File: config.mk
export PLATFORM = sky130hd
export DESIGN_NAME = probe_hit_decision_classifier_unit
export DESIGN_NICKNAME = d
export VERILOG_FILES = /design/src/sv/phdc_pkg.sv /design/src/sv/probe_hit_decision_classifier_unit.sv
export SDC_FILE = /design/constraint.sdc
export NUM_CORES = 1
export LEC_CHECK = 0
export ABC_AREA = 0
export BUFFER_PORTS_ARGS = -buffer_cell sky130_fd_sc_hd__buf_2
export CAP_MARGIN = 15
export CORE_ASPECT_RATIO = 1.1
export CORE_UTILIZATION = 25
export CTS_CLUSTER_DIAMETER = 80
export DETAILED_ROUTE_END_ITERATION = 16
export SETUP_SLACK_MARGIN = 0.2
export SYNTH_ARGS = -nofsm -noshare
export SYNTH_HDL_FRONTEND = slang
export SYNTH_SLANG_ARGS = --single-unit
File: constraint.sdc
create_clock -name aclk -period 10.2 [get_ports aclk]
set_input_delay 1.53 -clock aclk [delete_from_list [all_inputs] [get_ports aclk]]
set_output_delay 1.53 -clock aclk [all_outputs]
set_load 0.02 [all_outputs]
File: src/sv/phdc_pkg.sv
// Shared constants and codes for the probe hit decision classifier
`default_nettype none

package phdc_pkg;

    // field widths
    localparam int SAMPLE_W = 16;
    localparam int GENE_W   = 15;
    localparam int CLASS_W  = 8;
    localparam int CODE_W   = 8;
    localparam int OFF_W    = 8;
    localparam int ACTION_W = 2;

    // stream word widths, padded to whole bytes
    localparam int S_FIELDS_W = SAMPLE_W + GENE_W + CLASS_W + CODE_W + OFF_W + SAMPLE_W;
    localparam int S_DATA_W   = ((S_FIELDS_W + 7) / 8) * 8;
    localparam int M_FIELDS_W = ACTION_W + GENE_W + CLASS_W + CODE_W + OFF_W;
    localparam int M_DATA_W   = ((M_FIELDS_W + 7) / 8) * 8;

    // configuration port
    localparam int CFG_ADDR_W = 1;
    localparam int CFG_DATA_W = 8;
    localparam logic [CFG_ADDR_W-1:0] CFG_NO_NEGATIVE_CODE     = 1'b0;
    localparam logic [CFG_ADDR_W-1:0] CFG_PROBE_AMBIGUOUS_CODE = 1'b1;
    localparam logic [CFG_DATA_W-1:0] NO_NEGATIVE_CODE_RST     = 8'd0;
    localparam logic [CFG_DATA_W-1:0] PROBE_AMBIGUOUS_CODE_RST = 8'd1;

    // decision codes
    localparam logic [ACTION_W-1:0] ACTION_PASS = 2'd0;
    localparam logic [ACTION_W-1:0] ACTION_KEEP = 2'd1;
    localparam logic [ACTION_W-1:0] ACTION_DENY = 2'd2;

    // cache classes
    localparam logic [CLASS_W-1:0] CLASS_EXACT = 8'd0;
    localparam logic [CLASS_W-1:0] CLASS_KEEP  = 8'd1;
    localparam logic [CLASS_W-1:0] CLASS_DENY  = 8'd2;
    localparam logic [CLASS_W-1:0] CLASS_KEEP3 = 8'd3;

endpackage : phdc_pkg

`default_nettype wire

File: src/sv/probe_hit_decision_classifier_unit.sv
// Top level: per-read hit classification with sticky flags and one decision per read
//
//  channel | ports                       | contents
//  --------+-----------------------------+--------------------------------------------
//  input   | s_tvalid/s_tready/s_tdata   | one lookup hit per word, s_tlast ends read
//  result  | m_tvalid/m_tready/m_tdata   | one decision word per read
//  config  | cfg_we/cfg_addr/cfg_wdata   | code registers, write only
//
// A hit is taken every cycle while the input register can advance; it passes through
// the input register, and the decision for its read is registered in the result register.
// aresetn is synchronous; it clears the flags and valids and resets the code registers.
// A stalled result only holds back the input register when the waiting hit ends a
// read; hits that do not end a read keep flowing past a full result register.
`default_nettype none

module probe_hit_decision_classifier_unit (
    input  wire logic                              aclk,
    input  wire logic                              aresetn,
    // config port
    input  wire logic                              cfg_we,
    input  wire logic [phdc_pkg::CFG_ADDR_W-1:0]   cfg_addr,
    input  wire logic [phdc_pkg::CFG_DATA_W-1:0]   cfg_wdata,
    // input hits
    input  wire logic                              s_tvalid,
    output logic                                   s_tready,
    // hit_sample, hit_gene, hit_class, hit_neg_code, hit_offset, read_sample
    input  wire logic [phdc_pkg::S_DATA_W-1:0]     s_tdata,
    // hit_valid
    input  wire logic                              s_tuser,
    input  wire logic                              s_tlast,
    // decisions
    output logic                                   m_tvalid,
    input  wire logic                              m_tready,
    // action, gene_index, class_out, negative_code, decision_offset
    output logic [phdc_pkg::M_DATA_W-1:0]          m_tdata
);
    import phdc_pkg::*;

    // config registers
    logic [CODE_W-1:0] no_neg_code_reg;
    logic [CODE_W-1:0] amb_code_reg;

    // input register
    logic                in_valid_reg;
    logic                in_hit_reg;
    logic                in_last_reg;
    logic [SAMPLE_W-1:0] in_sample_reg;
    logic [GENE_W-1:0]   in_gene_reg;
    logic [CLASS_W-1:0]  in_class_reg;
    logic [CODE_W-1:0]   in_code_reg;
    logic [OFF_W-1:0]    in_off_reg;
    logic [SAMPLE_W-1:0] in_rsample_reg;

    // sticky per-read state
    logic                exact_reg,     exact_next;
    logic [GENE_W-1:0]   keep_gene_reg, keep_gene_next;
    logic [CLASS_W-1:0]  keep_class_reg, keep_class_next;
    logic [OFF_W-1:0]    keep_off_reg,  keep_off_next;
    logic                amb_reg,       amb_next;
    logic [CODE_W-1:0]   amb_c_reg,     amb_c_next;
    logic [OFF_W-1:0]    amb_off_reg,   amb_off_next;
    logic                mis_reg,       mis_next;
    logic [OFF_W-1:0]    mis_off_reg,   mis_off_next;
    logic                nex_reg,       nex_next;
    logic [GENE_W-1:0]   nex_gene_reg,  nex_gene_next;
    logic [SAMPLE_W-1:0] nex_key_reg,   nex_key_next;
    logic [CLASS_W-1:0]  nex_class_reg, nex_class_next;
    logic [OFF_W-1:0]    nex_off_reg,   nex_off_next;
    logic                conf_reg,      conf_next;
    logic [OFF_W-1:0]    conf_off_reg,  conf_off_next;

    // result register
    logic                m_valid_reg;
    logic [M_DATA_W-1:0] m_data_reg;
    logic [M_DATA_W-1:0] m_data_next;

    logic out_free;
    logic advance;
    logic matched;
    logic other;
    logic keep_class;

    // handshake
    assign out_free = !m_valid_reg || m_tready;
    assign advance  = in_valid_reg && (!in_last_reg || out_free);
    assign s_tready = !in_valid_reg || advance;
    assign m_tvalid = m_valid_reg;
    assign m_tdata  = m_data_reg;

    assign matched    = (in_sample_reg != '0) && (in_sample_reg == in_rsample_reg);
    assign other      = (in_sample_reg != '0) && (in_sample_reg != in_rsample_reg);
    assign keep_class = (in_class_reg == CLASS_EXACT) || (in_class_reg == CLASS_KEEP)
                     || (in_class_reg == CLASS_KEEP3);

    // config writes
    always_ff @(posedge aclk) begin
        if (!aresetn) begin
            no_neg_code_reg <= NO_NEGATIVE_CODE_RST;
            amb_code_reg    <= PROBE_AMBIGUOUS_CODE_RST;
        end else if (cfg_we) begin
            unique case (cfg_addr)
                CFG_NO_NEGATIVE_CODE:     no_neg_code_reg <= cfg_wdata;
                CFG_PROBE_AMBIGUOUS_CODE: amb_code_reg    <= cfg_wdata;
                default: ;
            endcase
        end
    end

    // input register
    always_ff @(posedge aclk) begin
        if (!aresetn) begin
            in_valid_reg <= 1'b0;
        end else if (s_tready) begin
            in_valid_reg <= s_tvalid;
        end
        if (s_tready && s_tvalid) begin
            in_hit_reg     <= s_tuser;
            in_last_reg    <= s_tlast;
            in_sample_reg  <= s_tdata[15:0];
            in_gene_reg    <= s_tdata[30:16];
            in_class_reg   <= s_tdata[38:31];
            in_code_reg    <= s_tdata[46:39];
            in_off_reg     <= s_tdata[54:47];
            in_rsample_reg <= s_tdata[70:55];
        end
    end

    // hit classification and state update
    always_comb begin
        exact_next      = exact_reg;
        keep_gene_next  = keep_gene_reg;
        keep_class_next = keep_class_reg;
        keep_off_next   = keep_off_reg;
        amb_next        = amb_reg;
        amb_c_next      = amb_c_reg;
        amb_off_next    = amb_off_reg;
        mis_next        = mis_reg;
        mis_off_next    = mis_off_reg;
        nex_next        = nex_reg;
        nex_gene_next   = nex_gene_reg;
        nex_key_next    = nex_key_reg;
        nex_class_next  = nex_class_reg;
        nex_off_next    = nex_off_reg;
        conf_next       = conf_reg;
        conf_off_next   = conf_off_reg;
        if (in_hit_reg && !exact_reg) begin
            priority if ((in_gene_reg == '0) || (in_class_reg == CLASS_DENY)) begin
                // ambiguous or deny record, latest wins
                amb_next     = 1'b1;
                amb_c_next   = (in_code_reg != no_neg_code_reg) ? in_code_reg : amb_code_reg;
                amb_off_next = in_off_reg;
            end else if ((in_class_reg == CLASS_EXACT) && matched) begin
                // exact keep, rest of read ignored
                exact_next      = 1'b1;
                keep_gene_next  = in_gene_reg;
                keep_class_next = in_class_reg;
                keep_off_next   = in_off_reg;
            end else if (keep_class && other) begin
                // record for another sample, first one kept
                if (!mis_reg) begin
                    mis_next     = 1'b1;
                    mis_off_next = in_off_reg;
                end
            end else if (keep_class) begin
                // non-exact keep, later disagreement is a conflict
                if (!nex_reg) begin
                    nex_next       = 1'b1;
                    nex_gene_next  = in_gene_reg;
                    nex_key_next   = matched ? in_rsample_reg : '0;
                    nex_class_next = in_class_reg;
                    nex_off_next   = in_off_reg;
                end else if ((nex_gene_reg != in_gene_reg)
                          || (nex_key_reg != (matched ? in_rsample_reg : '0))) begin
                    conf_next     = 1'b1;
                    conf_off_next = in_off_reg;
                end
            end else begin
                // unknown class ignored
            end
        end
    end

    // decision from the updated state
    always_comb begin
        priority if (exact_next) begin
            m_data_next = {{(M_DATA_W-M_FIELDS_W){1'b0}}, keep_off_next, {CODE_W{1'b0}},
                           keep_class_next, keep_gene_next, ACTION_KEEP};
        end else if (amb_next) begin
            m_data_next = {{(M_DATA_W-M_FIELDS_W){1'b0}}, amb_off_next, amb_c_next,
                           {CLASS_W{1'b0}}, {GENE_W{1'b0}}, ACTION_DENY};
        end else if (conf_next) begin
            m_data_next = {{(M_DATA_W-M_FIELDS_W){1'b0}}, conf_off_next, amb_code_reg,
                           {CLASS_W{1'b0}}, {GENE_W{1'b0}}, ACTION_DENY};
        end else if (nex_next) begin
            m_data_next = {{(M_DATA_W-M_FIELDS_W){1'b0}}, nex_off_next, {CODE_W{1'b0}},
                           nex_class_next, nex_gene_next, ACTION_KEEP};
        end else if (mis_next) begin
            m_data_next = {{(M_DATA_W-M_FIELDS_W){1'b0}}, mis_off_next, amb_code_reg,
                           {CLASS_W{1'b0}}, {GENE_W{1'b0}}, ACTION_DENY};
        end else begin
            m_data_next = {{(M_DATA_W-ACTION_W){1'b0}}, ACTION_PASS};
        end
    end

    // sticky flags, cleared after each decision
    always_ff @(posedge aclk) begin
        if (!aresetn) begin
            exact_reg <= 1'b0;
            amb_reg   <= 1'b0;
            mis_reg   <= 1'b0;
            nex_reg   <= 1'b0;
            conf_reg  <= 1'b0;
        end else if (advance) begin
            if (in_last_reg) begin
                exact_reg <= 1'b0;
                amb_reg   <= 1'b0;
                mis_reg   <= 1'b0;
                nex_reg   <= 1'b0;
                conf_reg  <= 1'b0;
            end else begin
                exact_reg <= exact_next;
                amb_reg   <= amb_next;
                mis_reg   <= mis_next;
                nex_reg   <= nex_next;
                conf_reg  <= conf_next;
            end
        end
    end

    // captured fields
    always_ff @(posedge aclk) begin
        if (advance) begin
            keep_gene_reg  <= keep_gene_next;
            keep_class_reg <= keep_class_next;
            keep_off_reg   <= keep_off_next;
            amb_c_reg      <= amb_c_next;
            amb_off_reg    <= amb_off_next;
            mis_off_reg    <= mis_off_next;
            nex_gene_reg   <= nex_gene_next;
            nex_key_reg    <= nex_key_next;
            nex_class_reg  <= nex_class_next;
            nex_off_reg    <= nex_off_next;
            conf_off_reg   <= conf_off_next;
        end
    end

    // result register
    always_ff @(posedge aclk) begin
        if (!aresetn) begin
            m_valid_reg <= 1'b0;
        end else if (advance && in_last_reg) begin
            m_valid_reg <= 1'b1;
        end else if (m_tready) begin
            m_valid_reg <= 1'b0;
        end
        if (advance && in_last_reg) begin
            m_data_reg <= m_data_next;
        end
    end

endmodule : probe_hit_decision_classifier_unit

`default_nettype wire

==> run metrics, run 1 <==
Max-slew headroom 25.60%; DR WL/cell 16.84 um; post-CTS sizing 0; r2r setup slk 5.60 ns; Max Cap Violations 0; WP depth 10; Place WS 5.525 ns; P&R area growth vs syn 20.35%; Max FO, Critical Path 23; asr flop ratio synth 0%; CTS Hold Buffers Added 0; Cell variety after synth 62; RSZ-0062 raised after global routing false; Avg Inst Size Synth 13.91 um2; initial core utilization 25.42%; Finished Core Util 30.60%; commonest cells after routing, fill and taps aside edfxtp_1, buf_2, mux2_2, inv_1, mux2i_1; startpoint types flop; Power Density 173.0 mW/mm2; CTS Root Cell clkbuf_16; Post-synth EDFFs 224; Largest register FFs 41; TritonCTS clock tree yes; Rows 79; Setup TNS 0 ns; via count 6,728; Metal-1 WL 11.58 mm; die width 200.0 um; PnR worst setup slack 5.597 ns; Cell Area, Synth 0.01078 mm2; Iteration-0 DRC Markers 331; H-tree depth 1; worst slew pin tran 1.116 ns; Max Used Layer met5; wire length on met3 1.358 mm; clock latency on the worst-skew pair 0.56 ns; Register-to-Register Path Depth 10; Max Clock Freq 0.2172 GHz; Die Footprint 0.04396 mm2; Ys Warns 0; Detailed Place HPWL 16.39 mm; gr usage total 11.52%; worst hold endpoint amb_code_reg[1]; worst reg2reg path endpoint m_tdata[27]; nets@finish 997; largest stage delay on the critical path 0.75 ns; Seq/Total Area, Yosys 66.67%; global-route wire length before repair 38.61 mm; DRT Wirelength 25.24 mm; Crit path max-delay family simple AND/OR/NAND/NOR gates; ANT cells 0; VDD IR max 0.1442 mV; CTS clk-pin slew, worst paths 0.06 ns; share of cells above drive strength 1 26.39%; met2 WL 11.61 mm; CP endpoint kind flop; total setup buffers inserted after CTS 0; Top FF cell, synth edfxtp_1; Min-Delay Path Depth 2; I/O pin count 138; gr ovfl total 0; Placed Cells 1,444; Setup-failing EPs final 0; CP Cell Sequence xor2_1 -> nor4_1 -> and4_1 -> and2_1 -> nand2_1 -> a2111o_1 -> o311ai_4 -> buf_4 -> a31oi_1 -> a32o_1; period utilisation layout 45.13%; Buffers on Ports 129; Yosys reg bits 247; Final ANT Viol Nets 0; Max clock buf depth 3; vias per cell 4.488; status completed; Syn Inst Count 775; initial antenna violation count 2; CP max-delay cell and4_1; CP arrival 4.91 ns; routability cong. 0.7515; Worst Path Buf+Inv 1; Worst Skew 0.01279 ns; Pins Over Slew Limit 0; DIE HEIGHT 219.8 um; vias in the first global route 6,606; largest net degree at the start of global routing 74; FF-to-FF Start in_rsample_reg[5]; DR pass1 iterations 4; Num CTS Buffers 30; DRC 0; core area 0.04240 mm2; CTS sink count 247; critical path type flop to flop; Post-Layout Cell Count 1,499; critical path required time 10.51 ns; Hold Path Origin amb_code_reg[1]; Hold Path Class flop to flop; Pleak 4.738 nW; Tmin final 4.603 ns; Hold Fails Final Rpt 0; commonest non-fill, non-tap cell in the layout edfxtp_1
## Yosys cell counts, drive strengths merged (12+ instances only)
library cell  number  area (um2)
nor2b             16       100.1
dfxtp             23       460.4
inv               42       157.7
mux2              48       540.5
xor2              39       341.6
clkbuf            27       101.4
edfxtp           224        6726
buf               14       92.59
nand2             38       142.6
and3              12       75.07
a21oi             20       100.1
o211ai            14       105.1
nand3             26       130.1
o21ai             18       90.08
mux2i             40       400.4
nor4              19       125.1
nor2              31       118.9
o2bb2ai           15       131.4
## logic make-up (layout without fill, tap and decap cells)
logic type | Yosys count | after routing | synth area share, %
AO/OA/AOI/OAI | 135 | 135 | 9.216
buffers and inverters | 83 | 234 | 3.261
other | 1 | 7 | 0.03479
multiplexers | 88 | 88 | 8.728
XOR/XNOR | 42 | 42 | 3.412
flip-flops | 247 | 247 | 66.67
AND/OR/NAND/NOR | 179 | 179 | 8.681
## worst register-to-register path: cells and delay by family, from the launching register on
| kind | cells | cell delay, ns |
|---|---|---|
| flip-flops | 1 | 0.50 |
| AND/OR/NAND/NOR | 4 | 1.82 |
| XOR/XNOR | 1 | 0.19 |
| buffers and inverters | 1 | 0.35 |
| AO/OA/AOI/OAI | 4 | 1.50 |
## layer usage
| layer | global-route usage (%) | vias up |
|---|---|---|
| met5 | 0 | - |
| met4 | 3.613 | 2 |
| met3 | 2.250 | 48 |
| met2 | 18.40 | 188 |
| met1 | 15.62 | 3272 |
| li1 | - | 3218 |
## layout make-up
class	count	area (um2)
repair buffers	137	705.7
well taps	567	709.4
clock buffers	34	787.0
clock inverters	21	141.4
inverters	42	158.9
multi-input cells	451	3284
fillers	4234	29430
flip-flops and latches	247	7187
## how the worst max path moves through the flow
stage | from | endpoint | slack [ns]
detailed placement | m_tready | nex_key_reg[11] | 5.53
global placement | m_tready | nex_key_reg[11] | 5.57
floorplan | m_tready | in_class_reg[0] | 4.36
global route | in_rsample_reg[5] | m_tdata[27] | 5.32
finish | in_rsample_reg[5] | m_tdata[27] | 5.60
CTS | in_rsample_reg[5] | m_tdata[27] | 5.63
## report_power, final
part           switching [W]  internal, W
clock network       0.000424     0.000577
registers          0.0000234      0.00113
logic              0.0000534    0.0000323
total               0.000501      0.00174
## stage by stage
step | total power [W] | cell area, um2 | hold slack [ns]
after floorplan | 0.001225 | 10800 | 0.4517
after detailed placement | 0.001267 | 12050 | 0.4774
after global routing | 0.002330 | 12970 | 0.5050
after global placement | 0.001264 | 12050 | 0.4629
final | 0.002244 | 12970 | 0.4839
after CTS | 0.002277 | 12970 | 0.4847
No activity file was read; power rests on OpenSTA's default activity.
==> inputs of run 2 (changes only) <==
Clock period 10.2 ns to 4.7 ns, I/O delays scaled along.
==> run metrics, run 2 (same netlist as run 1, synthesis figures left out) <==
status completed; Setup TNS 0 ns; ANT cells 0; Max FO, Critical Path 11; Hold Path Class primary input to flop; Die Footprint 0.04396 mm2; Largest register FFs 41; DRC 0; core area 0.04240 mm2; H-tree depth 1; CTS sink count 247; worst hold endpoint in_code_reg[0]; Hold Path Origin s_tdata[39]; via count 6,733; CP arrival 4.36 ns; Max-slew headroom 24.29%; vias per cell 4.471; TritonCTS clock tree yes; Place WS 0.7179 ns; Post-Layout Cell Count 1,506; Placed Area 0.01211 mm2; Final ANT Viol Nets 0; RSZ-0062 raised after global routing false; global-route wire length before repair 38.70 mm; CP endpoint kind flop; Pleak 4.807 nW; CTS clk-pin slew, worst paths 0.06 ns; Tmin final 4.036 ns; nets@finish 1,005; Rows 79; r2r setup slk 0.66 ns; CP Cell Sequence xor2_1 -> nor4_1 -> and4_1 -> and2_1 -> nand2_1 -> a2111o_1 -> o311ai_4 -> a31oi_1 -> a32o_1; cell area after layout 0.01311 mm2; Pins Over Slew Limit 0; Hold Fails Final Rpt 0; share of cells above drive strength 1 27.16%; Iteration-0 DRC Markers 367; CTS Hold Buffers Added 0; worst reg2reg path endpoint m_tdata[30]; Placed Cells 1,453; Num CTS Buffers 29; post-CTS sizing 0; Max clock buf depth 3; clock latency on the worst-skew pair 0.58 ns; initial antenna violation count 2; total setup buffers inserted after CTS 0; gr usage total 11.54%; DR WL/cell 16.94 um; largest stage delay on the critical path 0.54 ns; period utilisation layout 85.88%; Detailed Place HPWL 16.70 mm; Crit path max-delay family compound AO/OA/AOI/OAI gates; gr ovfl total 0; CP max-delay cell o311ai_4; critical path required time 5.03 ns; critical path type flop to flop; VDD IR max 0.2625 mV; CTS Root Cell clkbuf_16; Worst Path Buf+Inv 0; total chip power 0.005047 W; worst slew pin tran 1.130 ns; Worst Skew 0.02233 ns; Power Density 384.9 mW/mm2; initial core utilization 25.42%; commonest cells after routing, fill and taps aside edfxtp_1, buf_2, mux2_2, inv_1, mux2i_1; vias in the first global route 6,665; P&R area growth vs syn 21.63%; DRT Wirelength 25.51 mm; routability cong. 0.7590; Min-Delay Path Depth 1; commonest non-fill, non-tap cell in the layout edfxtp_1; Setup-failing EPs final 0; die width 200.0 um; Max Clock Freq 0.2478 GHz; DR pass1 iterations 5; startpoint types flop; Register-to-Register Path Depth 9; Buffers on Ports 129; FF-to-FF Start in_rsample_reg[5]; DIE HEIGHT 219.8 um; largest net degree at the start of global routing 78; Max Cap Violations 0; PnR worst setup slack 0.6637 ns; I/O pin count 138
## run 2: changes by cell type in the layout (fill, tap and decap cells not counted), moves of 3 or more
cell / change
clkbuf_8: +3
bufinv_16: +3
clkinv_2: -6
buf_4: +9
## run 2: how the worst max path moves through the flow
stage                      start          end  slack [ns]  cells after the start
3_5_place_dp   in_rsample_reg[5]  m_tdata[31]        0.72                      9
4_1_cts        in_rsample_reg[5]  m_tdata[31]        0.72                      9
5_1_grt        in_rsample_reg[8]  m_tdata[25]        0.44                     10
3_3_place_gp   in_rsample_reg[8]  m_tdata[25]        0.77                     10
6_report       in_rsample_reg[5]  m_tdata[30]        0.66                      9
2_1_floorplan           m_tready   m_tdata[0]        0.36                      6
## run 2: stage by stage
step / hold WS, ns / utilization (%)
5_1_grt: 0.2776 / 30.92
2_1_floorplan: 0.4517 / -
3_5_place_dp: 0.4773 / 28.56
4_1_cts: 0.2704 / 30.92
3_3_place_gp: 0.4630 / 28.56
6_report: 0.3046 / 30.92
## run 2: routing by layer
layer	vias up	share of wire (%)	global-route usage [%]
met3	49	6.0	2.372
met2	219	46	18.43
li1	3219	-	-
met4	2	3.0	3.995
met1	3244	45	15.43
met5	-	0.051	0
## run 2: where the power goes
group	switching [W]	total, W	internal (W)
Combinational	0.000117	0.000187	0.0000704
Clock	0.000946	0.00235	0.00140
Sequential	0.0000513	0.00251	0.00246
## run 2: area by class of cell
| class | count | area [um2] |
|---|---|---|
| Fill cell | 4279 | 29290 |
| Sequential cell | 247 | 7187 |
| Multi-Input combinational cell | 451 | 3282 |
| Timing Repair Buffer | 146 | 773.2 |
| Clock buffer | 33 | 770.7 |
| Tap cell | 567 | 709.4 |
| Clock inverter | 20 | 231.5 |
| Inverter | 42 | 158.9 |
## run 2: worst reg2reg max path: stages (launching register included)
cell	delay, ns
edfxtp_1	0.50
xor2_1	0.19
nor4_1	0.41
and4_1	0.26
and2_1	0.37
nand2_1	0.13
a2111o_1	0.49
o311ai_4	0.54
a31oi_1	0.54
a32o_1	0.38
==> inputs of run 3 (changes only) <==
Settings changed: CORE_UTILIZATION 25 to 55, PLACE_DENSITY set to 0.76, SLEW_MARGIN set to 10.
==> run metrics, run 3 (same netlist as run 1, synthesis figures left out) <==
Max Clock Freq 0.2486 GHz; Tmin final 4.023 ns; worst slew pin tran 1.138 ns; core area 0.01916 mm2; VDD IR max 0.2838 mV; register area 0.007187 mm2; vias in the first global route 6,487; gr usage total 21.60%; CP Cell Sequence xor2_1 -> nor4_1 -> and4_1 -> and2_1 -> nand2_1 -> a2111o_1 -> o311ai_4 -> a31oi_1 -> a32o_1; status completed; crit path launch in_rsample_reg[8]; Placed Cells 1,128; CTS Hold Buffers Added 0; commonest non-fill, non-tap cell in the layout edfxtp_1; Iteration-0 DRC Markers 514; DRT Wirelength 21.86 mm; DRC 0; commonest cells after routing, fill and taps aside edfxtp_1, buf_2, mux2_2, inv_1, mux2i_1; Crit path max-delay family compound AO/OA/AOI/OAI gates; post-CTS sizing 0; CP arrival 4.29 ns; CTS sink count 247; TritonCTS clock tree yes; Final ANT Viol Nets 0; CP max-delay cell and4_1; startpoint types flop; Hold Path Origin s_tdata[57]; CTS Root Cell clkbuf_16; critical path type flop to flop; Hold Path Class primary input to flop; initial core utilization 56.25%; share of cells above drive strength 1 25.32%; Num CTS Buffers 26; Die Footprint 0.02016 mm2; DR WL/cell 18.60 um; Detailed Place HPWL 14.46 mm; critical path required time 4.97 ns; nets@finish 997; largest stage delay on the critical path 0.50 ns; clock latency on the worst-skew pair 0.52 ns; DR pass1 iterations 6; Max clock buf depth 3; Layout fillers 1,387; RSZ-0062 raised after global routing false; largest net degree at the start of global routing 63; P&R area growth vs syn 16.04%; global-route wire length before repair 33.78 mm; Max Cap Violations 0; Post-Layout Cell Count 1,175; CTS clk-pin slew, worst paths 0.06 ns; Buffers on Ports 129; H-tree depth 1; FF-to-FF Start in_rsample_reg[8]; Worst Skew 0.008895 ns; routability cong. 0.7709; initial antenna violation count 0; Pins Over Slew Limit 0; Rows 53; via count 6,718; Worst Path Buf+Inv 0; period utilisation layout 85.59%; I/O pin count 138; CP endpoint kind flop; Hold Fails Final Rpt 0; vias per cell 5.717; Max-slew headroom 24.14%; gr ovfl total 0; total setup buffers inserted after CTS 0; Pleak 4.706 nW; Power Density 373.1 mW/mm2; DIE HEIGHT 148.8 um; Max FO, Critical Path 12; multi-input logic area 0.003282 mm2; Setup-failing EPs final 0; Setup TNS 0 ns; Largest register FFs 41; die width 135.5 um; ANT cells 0
==> run 3: cell types whose count changed in the layout (fill, tap and decap cells not counted), sizes merged <==
cell | before | now
buf | 146 | 141
bufinv | 4 | 2
clkbuf | 33 | 37
clkinv | 10 | 8
clkinvlp | 4 | 1
inv | 44 | 41
==> run 3: through the flow <==
step	setup WS [ns]	utilization, %	hold WS [ns]	instance area [um2]	power [W]
4_1_cts	0.6755	65.27	0.3382	12510	0.004705
3_5_place_dp	0.7042	60.97	0.4757	11690	0.002740
5_1_grt	0.5114	65.27	0.3380	12510	0.004815
2_1_floorplan	0.3596	-	0.4517	10810	0.002657
3_3_place_gp	0.7748	60.97	0.4662	11690	0.002734
6_report	0.6772	65.27	0.3568	12510	0.004668
==> run 3: area by class of cell <==
cell class	count	area share [%]
clock buffers	37	5.781
repair buffers	141	5.981
multi-input cells	451	26.24
well taps	247	2.470
inverters	42	1.270
flip-flops and latches	247	57.45
clock inverters	10	0.8102
==> run 3: power breakdown <==
group	switching [W]	internal, W
sequential	0.0000506	0.00246
clock	0.000798	0.00118
combinational	0.000112	0.0000717
total	0.000960	0.00371
==> run 3: worst paths after layout <==
check                           end  cells after the start  slack [ns]
hold / removal    in_rsample_reg[2]                      1        0.36
hold reg to reg     amb_code_reg[2]                      2        0.49
setup reg to reg        m_tdata[30]                      9        0.68
setup / recovery        m_tdata[30]                      9        0.68
==> run 3: metal layers <==
| metal | up-vias | track usage, % | routed length [um] |
|---|---|---|---|
| li1 | 3197 | - | - |
| met1 | 3247 | 29.37 | 9613 |
| met2 | 244 | 36.33 | 10610 |
| met3 | 30 | 3.058 | 1292 |
| met4 | 0 | 5.955 | 342 |
| met5 | - | 0 | 0 |
